<file path="src/rtl/core/assert_macros.svh">
// ---------------------------------------------------------------------------
// Assertion macros
// Concurrent checks clocked on clk and held off while rst_n is low.
// ---------------------------------------------------------------------------
`ifndef ASSERT_MACROS_SVH
`define ASSERT_MACROS_SVH
`ifndef SYNTH
`define ASSERT_ALWAYS(lbl, cond) \
  lbl: assert property (@(posedge clk) disable iff (!rst_n) (cond)) \
    else $error("assertion failed");
`define ASSERT_IMPLIES(lbl, ante, cons) \
  lbl: assert property (@(posedge clk) disable iff (!rst_n) (ante) |-> (cons)) \
    else $error("assertion failed");
`define ASSERT_NEXT(lbl, ante, cons) \
  lbl: assert property (@(posedge clk) disable iff (!rst_n) (ante) |=> (cons)) \
    else $error("assertion failed");
`else
`define ASSERT_ALWAYS(lbl, cond)
`define ASSERT_IMPLIES(lbl, ante, cons)
`define ASSERT_NEXT(lbl, ante, cons)
`endif
`endif

</file>
<file path="src/rtl/core/wddg_pkg.sv">
// ---------------------------------------------------------------------------
// wddg_pkg
// Shared constants and types of the decision-directed Wiener gain block.
// ---------------------------------------------------------------------------
package wddg_pkg;

  localparam int FFT_MAX_SIZE = 4096;
  localparam int BIN_DEPTH    = FFT_MAX_SIZE / 2 + 1;
  localparam int IDX_W        = $clog2(BIN_DEPTH);
  localparam logic [IDX_W-1:0] IDX_MAX = IDX_W'(BIN_DEPTH - 1);

  localparam logic [15:0] SMOOTH_RST = 16'd64225;

  localparam int Q_DEPTH = 4;
  localparam int Q_PTR_W = $clog2(Q_DEPTH);
  localparam int Q_CNT_W = $clog2(Q_DEPTH + 1);

  localparam int DIV_STEPS  = 32;
  localparam int SQRT_STEPS = 16;

  // pipeline stage numbers of the back end
  localparam int ST_D1   = 0;
  localparam int ST_POST = ST_D1 + DIV_STEPS + 1;
  localparam int ST_CUR  = ST_POST + 1;
  localparam int ST_T    = ST_CUR + 1;
  localparam int ST_AT   = ST_T + 1;
  localparam int ST_PRI  = ST_AT + 1;
  localparam int ST_D2   = ST_PRI + 1;
  localparam int ST_SQ   = ST_D2 + DIV_STEPS + 1;
  localparam int ST_LAST = ST_SQ + SQRT_STEPS;
  localparam int NSTG    = ST_LAST + 1;

  localparam int MEM_W = 48;

  typedef struct packed {
    logic [31:0]      sig;
    logic [31:0]      noi;
    logic             last;
    logic             first;
    logic [IDX_W-1:0] idx;
  } item_t;

  typedef struct packed {
    logic             last;
    logic             first;
    logic [IDX_W-1:0] idx;
  } ctl_t;

endpackage

</file>
<file path="src/rtl/core/wddg_front.sv">
// ---------------------------------------------------------------------------
// wddg_front
// Accepts bins, numbers them within the frame and tags first-frame bins.
// ---------------------------------------------------------------------------
`include "assert_macros.svh"

module wddg_front (
  input  logic                clk,
  input  logic                rst_n,
  input  logic                in_tvalid,
  output logic                in_tready,
  input  logic [63:0]         in_tdata,
  input  logic                in_tlast,
  output logic                push,
  output wddg_pkg::item_t     push_item,
  input  logic                q_ready
);

  logic [wddg_pkg::IDX_W-1:0] bin_index_r, bin_index_nxt;
  logic                       first_frame_r, first_frame_nxt;

  assign in_tready = q_ready;
  assign push      = in_tvalid && q_ready;

  always_comb begin
    push_item.sig   = in_tdata[31:0];
    push_item.noi   = in_tdata[63:32];
    push_item.last  = in_tlast;
    push_item.first = first_frame_r;
    push_item.idx   = bin_index_r;
  end

  always_comb begin
    bin_index_nxt   = bin_index_r;
    first_frame_nxt = first_frame_r;
    if (push) begin
      if (in_tlast) begin
        bin_index_nxt   = '0;
        first_frame_nxt = 1'b0;
      end else if (bin_index_r != wddg_pkg::IDX_MAX) begin
        bin_index_nxt = bin_index_r + 1'b1;
      end
    end
  end

  always_ff @(posedge clk) begin
    if (!rst_n) begin
      bin_index_r   <= '0;
      first_frame_r <= 1'b1;
    end else begin
      bin_index_r   <= bin_index_nxt;
      first_frame_r <= first_frame_nxt;
    end
  end

  `ASSERT_NEXT(a_first_drops_on_last, first_frame_r && !(push && in_tlast), first_frame_r)
  `ASSERT_ALWAYS(a_index_in_range, bin_index_r <= wddg_pkg::IDX_MAX)
  `ASSERT_NEXT(a_index_restart, push && in_tlast, bin_index_r == '0)

endmodule

</file>
<file path="config.mk">
export PLATFORM = sky130hd
export DESIGN_NAME = wddg_front
export DESIGN_NICKNAME = d
export VERILOG_FILES = /design/src/rtl/core/wddg_pkg.sv /design/src/rtl/core/wddg_front.sv
export VERILOG_INCLUDE_DIRS = /design/src /design/src/rtl/core
export SDC_FILE = /design/constraint.sdc
export NUM_CORES = 1
export LEC_CHECK = 0
export BUFFER_PORTS_ARGS = -buffer_cell sky130_fd_sc_hd__buf_2
export CORE_MARGIN = 1.5
export CORE_UTILIZATION = 37
export CTS_CLUSTER_DIAMETER = 40
export CTS_CLUSTER_SIZE = 12
export DETAILED_ROUTE_END_ITERATION = 10
export PLACE_DENSITY = 0.95
export SYNTH_ARGS = -nofsm -noshare
export SYNTH_HDL_FRONTEND = slang
export SYNTH_SLANG_ARGS = --single-unit
</file>
<file path="constraint.sdc">
create_clock -name clk -period 4.13 [get_ports clk]
set_clock_uncertainty 0.1 [all_clocks]
set_input_delay 0.6195 -clock clk [delete_from_list [all_inputs] [get_ports clk]]
set_output_delay 0.6195 -clock clk [all_outputs]
set_load 0.01 [all_outputs]
</file>
==> impl_metrics.py <==
metrics = {
    "yosys": {
        "yosysMostFrequentCell": "buf_4",
        "yosys.area.top_type": "buf_4",
        "synth.distinct_cells": 39,
        "synthDominantCellAreaShare_pct": 38.8,
        "seq_area_frac_synth_pct": 20.1,
        "synthCells": 159,
        "synthesis.area_mm2": 0.00129,
        "synth_warnings": 0,
        "synth_commonest_cells": "67 x buf_4, 13 x dfxtp_1, 10 x nand2_1",
        "synth_area_leaders": "buf_4 39%, dfxtp_1 20%, buf_6 3.5%",
        "yosys_most_used_dff": "dfxtp_1",
        "synth_fp_nets": 230,
        "syn_area_per_cell_um2": 8.14,
        "ys_ff_latch": 13,
        "synth_edf_count": 0,
        "async_flop_share_pct": 0,
    },
    "global_routing": {
        "grt_pass1_vias": 797,
        "grt_overflow": 0,
        "grt_pass1_wl_mm": 3.65,
        "antenna_found_initial": 0,
        "grt_max_degree": 17,
        "grtUsageTotal_pct": 11.4,
    },
    "place": {
        "dp_slack_ps": 2080,
        "place_congestion": 0.893,
        "io_buffer_count": 20,
        "dp_hpwl_mm": 1.61,
    },
    "hold_path": {
        "hold_class": "reg2reg",
    },
    "layout": {
        "antennaDiodeCount": 0,
        "nets": 182,
        "drive_gt1_share_pct": 26.4,
        "area_delta_synth_final_pct": -28.8,
        "num-fill-cells": 355,
        "regArea_um2": 260,
        "multi_input_area_um2": 459,
    },
    "clock_network": {
        "cts_resized": 0,
        "clockBufferDepth": 2,
        "cts_made_buffers": 3,
        "cts.htree.levels": 1,
        "post-cts-setup-buffers": 0,
        "cts-root-buf": "clkbuf_4",
        "insertion_delay_ps": 270,
        "cts_tree": "built",
        "cts_sinks": 13,
        "ctsHoldBuffers": 0,
        "path_clk_slew_ps": 80,
    },
    "sta": {
        "slew_headroom_pct": 77.1,
        "max_slew.worst_pin.slew_ps": 339,
        "rsz0062_at_grt": "false",
        "setup_slack_ps": 2050,
        "fmax_ghz": 0.481,
        "fin_setup_tns_ps": 0,
        "maxSlewViolCount": 0,
        "finalCritPeriodShare_pct": 50.3,
        "hold_slack_ps": 354,
        "setup_viol": 0,
        "final_hold_viol_count": 0,
        "min_period_ps": 2080,
    },
    "critical_path": {
        "critPathTopFamily": "buffers and inverters",
        "required_ps": 3410,
        "critPathArrivalTime_ps": 1360,
        "endpoint_kind": "output port",
        "crit_slowest_cell": "nand2_1",
        "critPathMaxFanout": 11,
        "critPathMaxStageDelay_ps": 250,
        "cp_common_cell": "buf_2",
        "cp-start-kind": "input pin",
        "critPathKind": "in2out",
        "path_cells": "buf_2 > nand2_1 > inv_1 > buf_2",
        "worst-path-buf-inv": 3,
    },
    "drt": {
        "initialDrtViolationCount": 156,
        "num_vias": 886,
        "via_per_inst": 5.68,
        "avgRoutedWirePerCell_um": 14.5,
        "drtAntennaViolNets": 0,
        "drc_errors": 0,
        "firstDrtPassIters": 5,
        "routed_wl_mm": 2.26,
    },
    "floorplanning": {
        "initial_core_util_pct": 38.8,
        "die_width_um": 62.2,
        "row_count": 21,
        "dieArea_mm2": 0.00386,
        "core_mm2": 0.00334,
        "die_h_um": 62.2,
        "num_io_pins": 149,
    },
    "power_and_ir_drop": {
        "p_leak_uw": 0.000370,
        "finalPower_uw": 226,
        "irDropWorstVdd_v": 0.0000535,
        "cellPowerDensity_mw_per_mm2": 245,
    },
    "outcome": {
        "status": "completed",
    },
    "flow_run": {
        "cap_violations": 0,
    },
}
[cell usage in the layout (no fill, tap or decap), types with 2 or more instances in the layout]
master and count:
nand4b_1 2, o21ai_0 5, buf_2 20, ha_1 2, a31oi_1 3, nand2_1 10, and3_1 2, and4_1 3
o311ai_0 2, nor3_1 5, nor2_1 3, a41oi_1 2, inv_1 4, clkbuf_4 3, a21oi_1 7, dfxtp_1 13
a211oi_1 2, nand3b_1 2
[cell families after synthesis]
family	synth area share, %
simple gates	18.6
buf+inv	44.4
fa+ha+maj	1.93
mux	0.773
compound gates	14.2
flops	20.1
[worst reg2reg max path, delay by kind of cell (launching register included)]
kind / cells / cell delay [ps]
adder cells (fa/ha/maj): 1 / 210
AO/OA/AOI/OAI: 2 / 490
flip-flops: 1 / 400
AND/OR/NAND/NOR: 2 / 420
buffers and inverters: 1 / 100
[cell type report]
cell class / count / area share (%)
flip-flops and latches: 13 / 28.2
inverters: 5 / 2.04
well taps: 46 / 6.24
clock buffers: 4 / 2.85
repair buffers: 20 / 10.9
multi-input cells: 68 / 49.8
[sequential cells by signal, indices dropped and copies added (netlist names)]
name / count
bin_index_r: 12
first_frame_r: 1
[stage by stage]
stage                     util [%]  cell area, um2  std cells
after floorplan                  -            1290        159
after global placement        26.8             896        152
after detailed placement      26.8             896        152
after CTS                     27.6             922        156
after global routing          27.6             922        156
final                         27.6             922        156
[worst paths after layout]
| kind | slack [ps] | cells after the start | endpoint | from |
|---|---|---|---|---|
| max | 2050 | 4 | push | in_tvalid |
| min reg2reg | 350 | 2 | first_frame_r$_SDFFE_PN1P_ | first_frame_r$_SDFFE_PN1P_ |
| min | 350 | 2 | first_frame_r$_SDFFE_PN1P_ | first_frame_r$_SDFFE_PN1P_ |
| max reg2reg | 2290 | 6 | bin_index_r[5]$_SDFFE_PN0P_ | bin_index_r[0]$_SDFFE_PN0P_ |
[routing by layer]
layer | vias to the layer above | wire length (um) | GRT usage (%) | part of all wire (%)
met5 | - | 0 | 0 | 0
met4 | 0 | 93 | 8.89 | 4.1
met3 | 20 | 293 | 5.07 | 13
met2 | 71 | 1050 | 16.6 | 46
met1 | 412 | 831 | 12.9 | 37
li1 | 383 | - | - | -
[where the power goes]
group	total (uW)	internal, uW	switching, uW
combinational	21.6	7.41	14.2
clock	77.0	37.4	39.6
sequential	127	126	1.07
(Power assumes the default switching activity.)
