==> src/rtl/core/assert_macros.svh <==
// ---------------------------------------------------------------------------
// Assertion macros
// Concurrent checks clocked on clk and held off while rst_n is low.
// ---------------------------------------------------------------------------
`ifndef ASSERT_MACROS_SVH
`define ASSERT_MACROS_SVH
`ifndef SYNTH
`define ASSERT_ALWAYS(lbl, cond) \
  lbl: assert property (@(posedge clk) disable iff (!rst_n) (cond)) \
    else $error("assertion failed");
`define ASSERT_IMPLIES(lbl, ante, cons) \
  lbl: assert property (@(posedge clk) disable iff (!rst_n) (ante) |-> (cons)) \
    else $error("assertion failed");
`define ASSERT_NEXT(lbl, ante, cons) \
  lbl: assert property (@(posedge clk) disable iff (!rst_n) (ante) |=> (cons)) \
    else $error("assertion failed");
`else
`define ASSERT_ALWAYS(lbl, cond)
`define ASSERT_IMPLIES(lbl, ante, cons)
`define ASSERT_NEXT(lbl, ante, cons)
`endif
`endif

==> src/rtl/core/wddg_pkg.sv <==
// ---------------------------------------------------------------------------
// wddg_pkg
// Shared constants and types of the decision-directed Wiener gain block.
// ---------------------------------------------------------------------------
package wddg_pkg;

  localparam int FFT_MAX_SIZE = 4096;
  localparam int BIN_DEPTH    = FFT_MAX_SIZE / 2 + 1;
  localparam int IDX_W        = $clog2(BIN_DEPTH);
  localparam logic [IDX_W-1:0] IDX_MAX = IDX_W'(BIN_DEPTH - 1);

  localparam logic [15:0] SMOOTH_RST = 16'd64225;

  localparam int Q_DEPTH = 4;
  localparam int Q_PTR_W = $clog2(Q_DEPTH);
  localparam int Q_CNT_W = $clog2(Q_DEPTH + 1);

  localparam int DIV_STEPS  = 32;
  localparam int SQRT_STEPS = 16;

  // pipeline stage numbers of the back end
  localparam int ST_D1   = 0;
  localparam int ST_POST = ST_D1 + DIV_STEPS + 1;
  localparam int ST_CUR  = ST_POST + 1;
  localparam int ST_T    = ST_CUR + 1;
  localparam int ST_AT   = ST_T + 1;
  localparam int ST_PRI  = ST_AT + 1;
  localparam int ST_D2   = ST_PRI + 1;
  localparam int ST_SQ   = ST_D2 + DIV_STEPS + 1;
  localparam int ST_LAST = ST_SQ + SQRT_STEPS;
  localparam int NSTG    = ST_LAST + 1;

  localparam int MEM_W = 48;

  typedef struct packed {
    logic [31:0]      sig;
    logic [31:0]      noi;
    logic             last;
    logic             first;
    logic [IDX_W-1:0] idx;
  } item_t;

  typedef struct packed {
    logic             last;
    logic             first;
    logic [IDX_W-1:0] idx;
  } ctl_t;

endpackage

==> src/rtl/core/wddg_queue.sv <==
// ---------------------------------------------------------------------------
// wddg_queue
// Short word queue between the front and the back end.
// ---------------------------------------------------------------------------
`include "assert_macros.svh"

module wddg_queue (
  input  logic            clk,
  input  logic            rst_n,
  input  logic            push,
  input  wddg_pkg::item_t push_item,
  output logic            q_ready,
  input  logic            pop,
  output logic            q_valid,
  output wddg_pkg::item_t q_head
);

  wddg_pkg::item_t                  ent_r [wddg_pkg::Q_DEPTH];
  logic [wddg_pkg::Q_PTR_W-1:0]     wr_ptr_r, rd_ptr_r;
  logic [wddg_pkg::Q_CNT_W-1:0]     count_r, count_nxt;

  assign q_ready = count_r != wddg_pkg::Q_CNT_W'(wddg_pkg::Q_DEPTH);
  assign q_valid = count_r != '0;
  assign q_head  = ent_r[rd_ptr_r];

  always_comb begin
    count_nxt = count_r;
    if (push && !pop) begin
      count_nxt = count_r + 1'b1;
    end else if (pop && !push) begin
      count_nxt = count_r - 1'b1;
    end
  end

  always_ff @(posedge clk) begin
    if (!rst_n) begin
      wr_ptr_r <= '0;
      rd_ptr_r <= '0;
      count_r  <= '0;
    end else begin
      if (push) begin
        wr_ptr_r <= wr_ptr_r + 1'b1;
      end
      if (pop) begin
        rd_ptr_r <= rd_ptr_r + 1'b1;
      end
      count_r <= count_nxt;
    end
  end

  always_ff @(posedge clk) begin
    if (push) begin
      ent_r[wr_ptr_r] <= push_item;
    end
  end

  `ASSERT_ALWAYS(a_count_bound, count_r <= wddg_pkg::Q_CNT_W'(wddg_pkg::Q_DEPTH))
  `ASSERT_IMPLIES(a_pop_nonempty, pop, count_r != '0)

endmodule

==> config.mk <==
export PLATFORM = sky130hd
export DESIGN_NAME = wddg_queue
export DESIGN_NICKNAME = d
export VERILOG_FILES = /design/src/rtl/core/wddg_pkg.sv /design/src/rtl/core/wddg_queue.sv
export VERILOG_INCLUDE_DIRS = /design/src /design/src/rtl/core
export SDC_FILE = /design/constraint.sdc
export NUM_CORES = 1
export LEC_CHECK = 0
export BUFFER_PORTS_ARGS = -buffer_cell sky130_fd_sc_hd__buf_4
export CAP_MARGIN = 30
export CORE_AREA = 4 4 149 151
export DETAILED_ROUTE_END_ITERATION = 10
export DIE_AREA = 0 0 153 155
export PLACE_DENSITY_LB_ADDON = 0.08
export RECOVER_POWER = 25
export SLEW_MARGIN = 20
export SYNTH_ARGS = -nofsm -noshare
export SYNTH_HDL_FRONTEND = slang
export SYNTH_SLANG_ARGS = --single-unit
==> constraint.sdc <==
create_clock -name clk -period 3.8 [get_ports clk]
set_input_delay 0.76 -clock clk [delete_from_list [all_inputs] [get_ports clk]]
set_output_delay 0.76 -clock clk [all_outputs]
set_load 0.02 [all_outputs]
==> results of run 1 <==
[cells by family (layout without fill, tap and decap cells)]
group,count (synthesis),count (layout),synth area share (%)
AOI/OAI and AO/OA,2,2,0.107
xor gates and xnor gates,5,5,0.374
adders and majority gates,6,6,0.705
buffers and inverters,22,227,1.39
DFF,321,321,81.5
muxes,80,80,15.2
other,0,1,0
and+or+nand+nor,16,16,0.790
[state kept, by name, summed over array words and instances (netlist names), named ones only]
signal and count:
rd_ptr_r 2, ent_r 312, count_r 3, wr_ptr_r 2
[placed cells by master, fill, tap and decap left out, types with 2 or more instances in the layout]
cell,synthesis,layout
buf_4,5,117
edfxtp_1,312,312
mux4_2,78,78
clkbuf_16,0,31
clkbuf_1,5,55
and2_4,0,4
inv_1,4,4
nand2_1,2,2
nor2b_1,2,2
and2_1,9,5
buf_12,3,5
xor2_1,3,3
mux2i_1,2,2
or3_1,2,2
dfxtp_1,9,7
dfxtp_4,0,2
clkinv_2,0,4
ha_1,5,5
xnor2_1,2,2
clkinv_1,0,10
[area by class of cell]
| type | count | area, um2 | share of cell area [%] |
|---|---|---|---|
| antenna | 1 | 2.50 | 0.0179 |
| multi-input combinational | 109 | 2020 | 14.4 |
| tap | 275 | 344 | 2.46 |
| clock inverter | 15 | 87.6 | 0.626 |
| timing repair buffer | 170 | 1160 | 8.28 |
| sequential | 321 | 9560 | 68.3 |
| clock buffer | 38 | 802 | 5.73 |
| inverter | 4 | 15.0 | 0.107 |
[critical path: stages (launching register included)]
cell and delay [ps]:
dfxtp_4 710, buf_4 380, mux4_2 570, buf_4 180
[per-stage QoR]
stage / hold slack, ps / instances
3_3_place_gp: 485 / 879
6_report: 422 / 933
4_1_cts: 387 / 932
5_1_grt: 406 / 933
2_1_floorplan: 472 / 452
3_5_place_dp: 510 / 879
[layer usage]
metal	vias up	part of all wire, %	wire [um]
met5	-	0	0
met4	0	2.2	449
met3	36	6.6	1360
met2	142	52	10600
met1	2704	39	8090
li1	2303	-	-
[how the worst min path moves through the flow]
stage | from | to | slack (ps) | cells after the start
floorplan | count_r[2] | count_r[2] | 470 | 2
global placement | count_r[2] | count_r[2] | 490 | 2
detailed placement | count_r[2] | count_r[2] | 510 | 2
CTS | push_item[40] | ent_r[0][40] | 390 | 1
global route | push_item[68] | ent_r[0][68] | 410 | 1
finish | push_item[22] | ent_r[1][22] | 420 | 1
[where the power goes]
part / switching [uW] / internal (uW)
combinational: 478 / 421
clock: 1170 / 1540
sequential: 71.0 / 4070
==> results_dict.tcl, run 1 <==
set metrics [dict create \
    status "completed" \
    hold_viol_final 0 \
    vias 5185 \
    maxCapViolCount 0 \
    drc 0 \
    tightest_slew_ps 764 \
    post-route-util_pct 67.2 \
    track_usage_pct 17.4 \
    timing.fmax_mhz 318 \
    gr-usage-met3_pct 4.37 \
    pre_cts_ws_ps 1150 \
    ant_nets 0 \
    post_dp_cell_area_um2 13300 \
    rr_worst_depth 4 \
    setup_violations 0 \
    cts_tree "done" \
    h-tree-depth 1 \
    powerDensity_nw_per_um2 554 \
    cts-root-buf "clkbuf_16" \
    seq_area_frac_synth_pct 81.5 \
    cts_setup_buffers 0 \
    clock_latency_ps 540 \
    fin_crit_sh_pct 82.7 \
    crit_arrival_ps 2380 \
    ir_drop_v 0.000415 \
    grt_pass1_vias 5695 \
    yosysTopAreaCell "edfxtp_1" \
    die_w_um 153 \
    critPathLaunchType "flop" \
    syn_area_per_cell_um2 25.9 \
    yosys_warnings 0 \
    design_area_um2 14000 \
    rows 53 \
    grt_pass1_wl_um 32000 \
    die_h_um 155 \
    start_util_pct 56.3 \
    cts.path.max_buffers 3 \
    final_max_slew_viol_count 0 \
    postCtsHoldBufs 0 \
    crit_path_end "q_head[72]" \
    crit_fanout 25 \
    syn_nets 540 \
    final_layout_size_suffix_gt1_share_pct 36.8 \
    path_class "reg2out" \
    relSlewSlack_pct 49.1 \
    numClockSinks 321 \
    gp_congestion 0.698 \
    synth_area_um2 11700 \
    p_leak_uw 0.00460 \
    yosysUniqueCellTypes 21 \
    timing.rr.start "wr_ptr_r[0]" \
    design.die.area_um2 23700 \
    synthTopCellsByCount "312 x edfxtp_1, 78 x mux4_2, 9 x and2_1, 9 x dfxtp_1" \
    skew_ps 6.44 \
    yosys_most_used_dff "edfxtp_1" \
    synth-edff-count 312 \
    dr.pass1.iters 4 \
    postCtsResizedCells 0 \
    pin_count 162 \
    yosys-top-cells-area "edfxtp_1 80%, mux4_2 15%, dfxtp_1 1.5%" \
    synth_top_area_share_pct 79.9 \
    wl_per_cell_um 22.0 \
    period_minus_slack_ps 3140 \
    dp_hpwl_um 12600 \
    rrSetupSlack_ps 1880 \
    synth_most_common_cell "edfxtp_1" \
    gr-total-overflow 0 \
    portBuffers 161 \
    end_kind "primary output" \
    groute.layer.met2.usage_pct 29.9 \
    synthArstFlopShare_pct 0 \
    grt_max_degree 49 \
    synth-seq-cells 321 \
    setup_ws_ps 659 \
    required_ps 3040 \
    finalNetCount 724 \
    synthCells 452 \
    area_delta_synth_final_pct 19.3 \
    grt_use_met1_pct 22.7 \
    power_uw 7750 \
    r2r-end "ent_r[2][4]" \
    rsz0062_at_grt "false" \
    cts_made_buffers 30 \
    detail_route.iter0.violations 310 \
    viasPerCell 5.56 \
    clkTransAtPathRegs_ps 60 \
    grt_busiest_layer "met2" \
    fillCellCount 1362 \
    holdCritPathClass "in2reg" \
    core_area_um2 20800 \
    drt_wl_total_um 20500 \
    tns_ps 0 \
    antenna_found_initial 1 \
]
(Power assumes the default switching activity.)
==> inputs of run 2 (changes only) <==
clock period = 3.1 ns   (was 3.8 ns; I/O delays follow)
==> results_dict.tcl, run 2 (same netlist as run 1, synthesis figures left out) <==
set metrics [dict create \
    gr-total-overflow 0 \
    relSlewSlack_pct 56.6 \
    h-tree-depth 1 \
    final_max_slew_viol_count 0 \
    antenna_found_initial 1 \
    design_area_um2 14000 \
    gp_congestion 0.724 \
    dr.pass1.iters 4 \
    rsz0062_at_grt "false" \
    grt_max_degree 55 \
    period_minus_slack_ps 2740 \
    cts-root-buf "clkbuf_16" \
    cts.path.max_buffers 3 \
    largest_reg_flops 312 \
    maxCapViolCount 0 \
    timing.fmax_mhz 364 \
    ant_nets 0 \
    dp_cells 882 \
    drc 0 \
    crit_fanout 13 \
    final_common_cell "edfxtp_1" \
    numClockSinks 321 \
    grt_pass1_wl_um 32500 \
    postCtsHoldBufs 0 \
    required_ps 2480 \
    grt_pass1_vias 5749 \
    p_leak_uw 0.00462 \
    postCtsResizedCells 0 \
    powerDensity_nw_per_um2 678 \
    tns_ps 0 \
    area_delta_synth_final_pct 19.8 \
    fin_crit_sh_pct 88.5 \
    holdCritPathClass "in2reg" \
    post_dp_cell_area_um2 13300 \
    path_class "reg2out" \
    final_cells 937 \
    setup_violations 0 \
    top_regs "ent_r (312), count_r (3)" \
    hold_viol_final 0 \
    vias 5272 \
    start_util_pct 56.3 \
    detail_route.iter0.violations 351 \
    ir_drop_v 0.000496 \
    dp_hpwl_um 12700 \
    viasPerCell 5.63 \
    mostFrequentLayoutCells "312 x edfxtp_1, 114 x buf_4, 78 x mux4_2" \
    wl_per_cell_um 22.1 \
    clkTransAtPathRegs_ps 60 \
    portBuffers 161 \
    die_h_um 155 \
    antennaDiodeCount 0 \
    crit_arrival_ps 2120 \
    critPathLaunchType "flop" \
    status "completed" \
    final_layout_size_suffix_gt1_share_pct 37.2 \
    top_register "ent_r" \
    core_area_um2 20800 \
    pin_count 162 \
    end_kind "primary output" \
    rows 53 \
    cts_tree "done" \
    skew_ps 9.93 \
    finalNetCount 728 \
    die_w_um 153 \
    clock_latency_ps 530 \
    tightest_slew_ps 651 \
    cts_setup_buffers 0 \
    cts_made_buffers 31 \
    drt_wl_total_um 20700 \
    track_usage_pct 17.6 \
    design.die.area_um2 23700 \
]
==> run 2: changes by cell type in the layout (fill, tap and decap cells not counted) <==
cell / before / now
clkbuf_1: 55 / 60
clkinv_1: 10 / 6
buf_4: 117 / 114
clkinvlp_4: 0 / 3
buf_12: 5 / 7
clkinv_2: 4 / 6
diode_2: 1 / 0
==> run 2: worst max-delay path, stage by stage, from the launching register on <==
cell	delay [ps]
dfxtp_4	520
buf_4	340
mux4_2	550
buf_4	180
==> run 2: area by class of cell <==
type,count,area [um2]
sequential,321,9560
clock inverter,16,105
clock buffer,39,806
multi-input combinational,109,2020
tap,275,344
fill,1395,6790
timing repair buffer,173,1190
inverter,4,15.0
==> run 2: worst paths after layout <==
path / slack, ps / depth (start not counted) / endpoint / start
setup reg to reg: 1270 / 4 / ent_r[1][8] / wr_ptr_r[1]
setup / recovery: 360 / 3 / q_head[18] / flop
hold reg to reg: 530 / 2 / count_r[2] / count_r[2]
hold / removal: 290 / 1 / ent_r[3][26] / push_item[26]
==> run 2: report_power, final <==
group / switching, uW / internal, uW / total (uW)
combinational: 618 / 523 / 1140
sequential: 61.2 / 4980 / 5040
clock: 1420 / 1910 / 3330
==> run 2: metal layers <==
metal | share of wire [%] | up-vias | GRT usage (%)
met5 | 0.096 | - | 0
met4 | 1.6 | 2 | 4.24
met3 | 6.6 | 33 | 3.89
met2 | 51 | 172 | 29.7
met1 | 41 | 2754 | 24.1
li1 | - | 2311 | -
==> run 2: metrics by stage <==
stage | util [%] | power [uW] | hold WS (ps) | worst slack, ps
floorplan | - | 5820 | 472 | 217
global placement | 64.0 | 6300 | 484 | 848
detailed placement | 64.0 | 6330 | 511 | 853
CTS | 68.3 | 9670 | 256 | 281
global route | 67.4 | 9900 | 274 | 228
finish | 67.4 | 9520 | 291 | 356
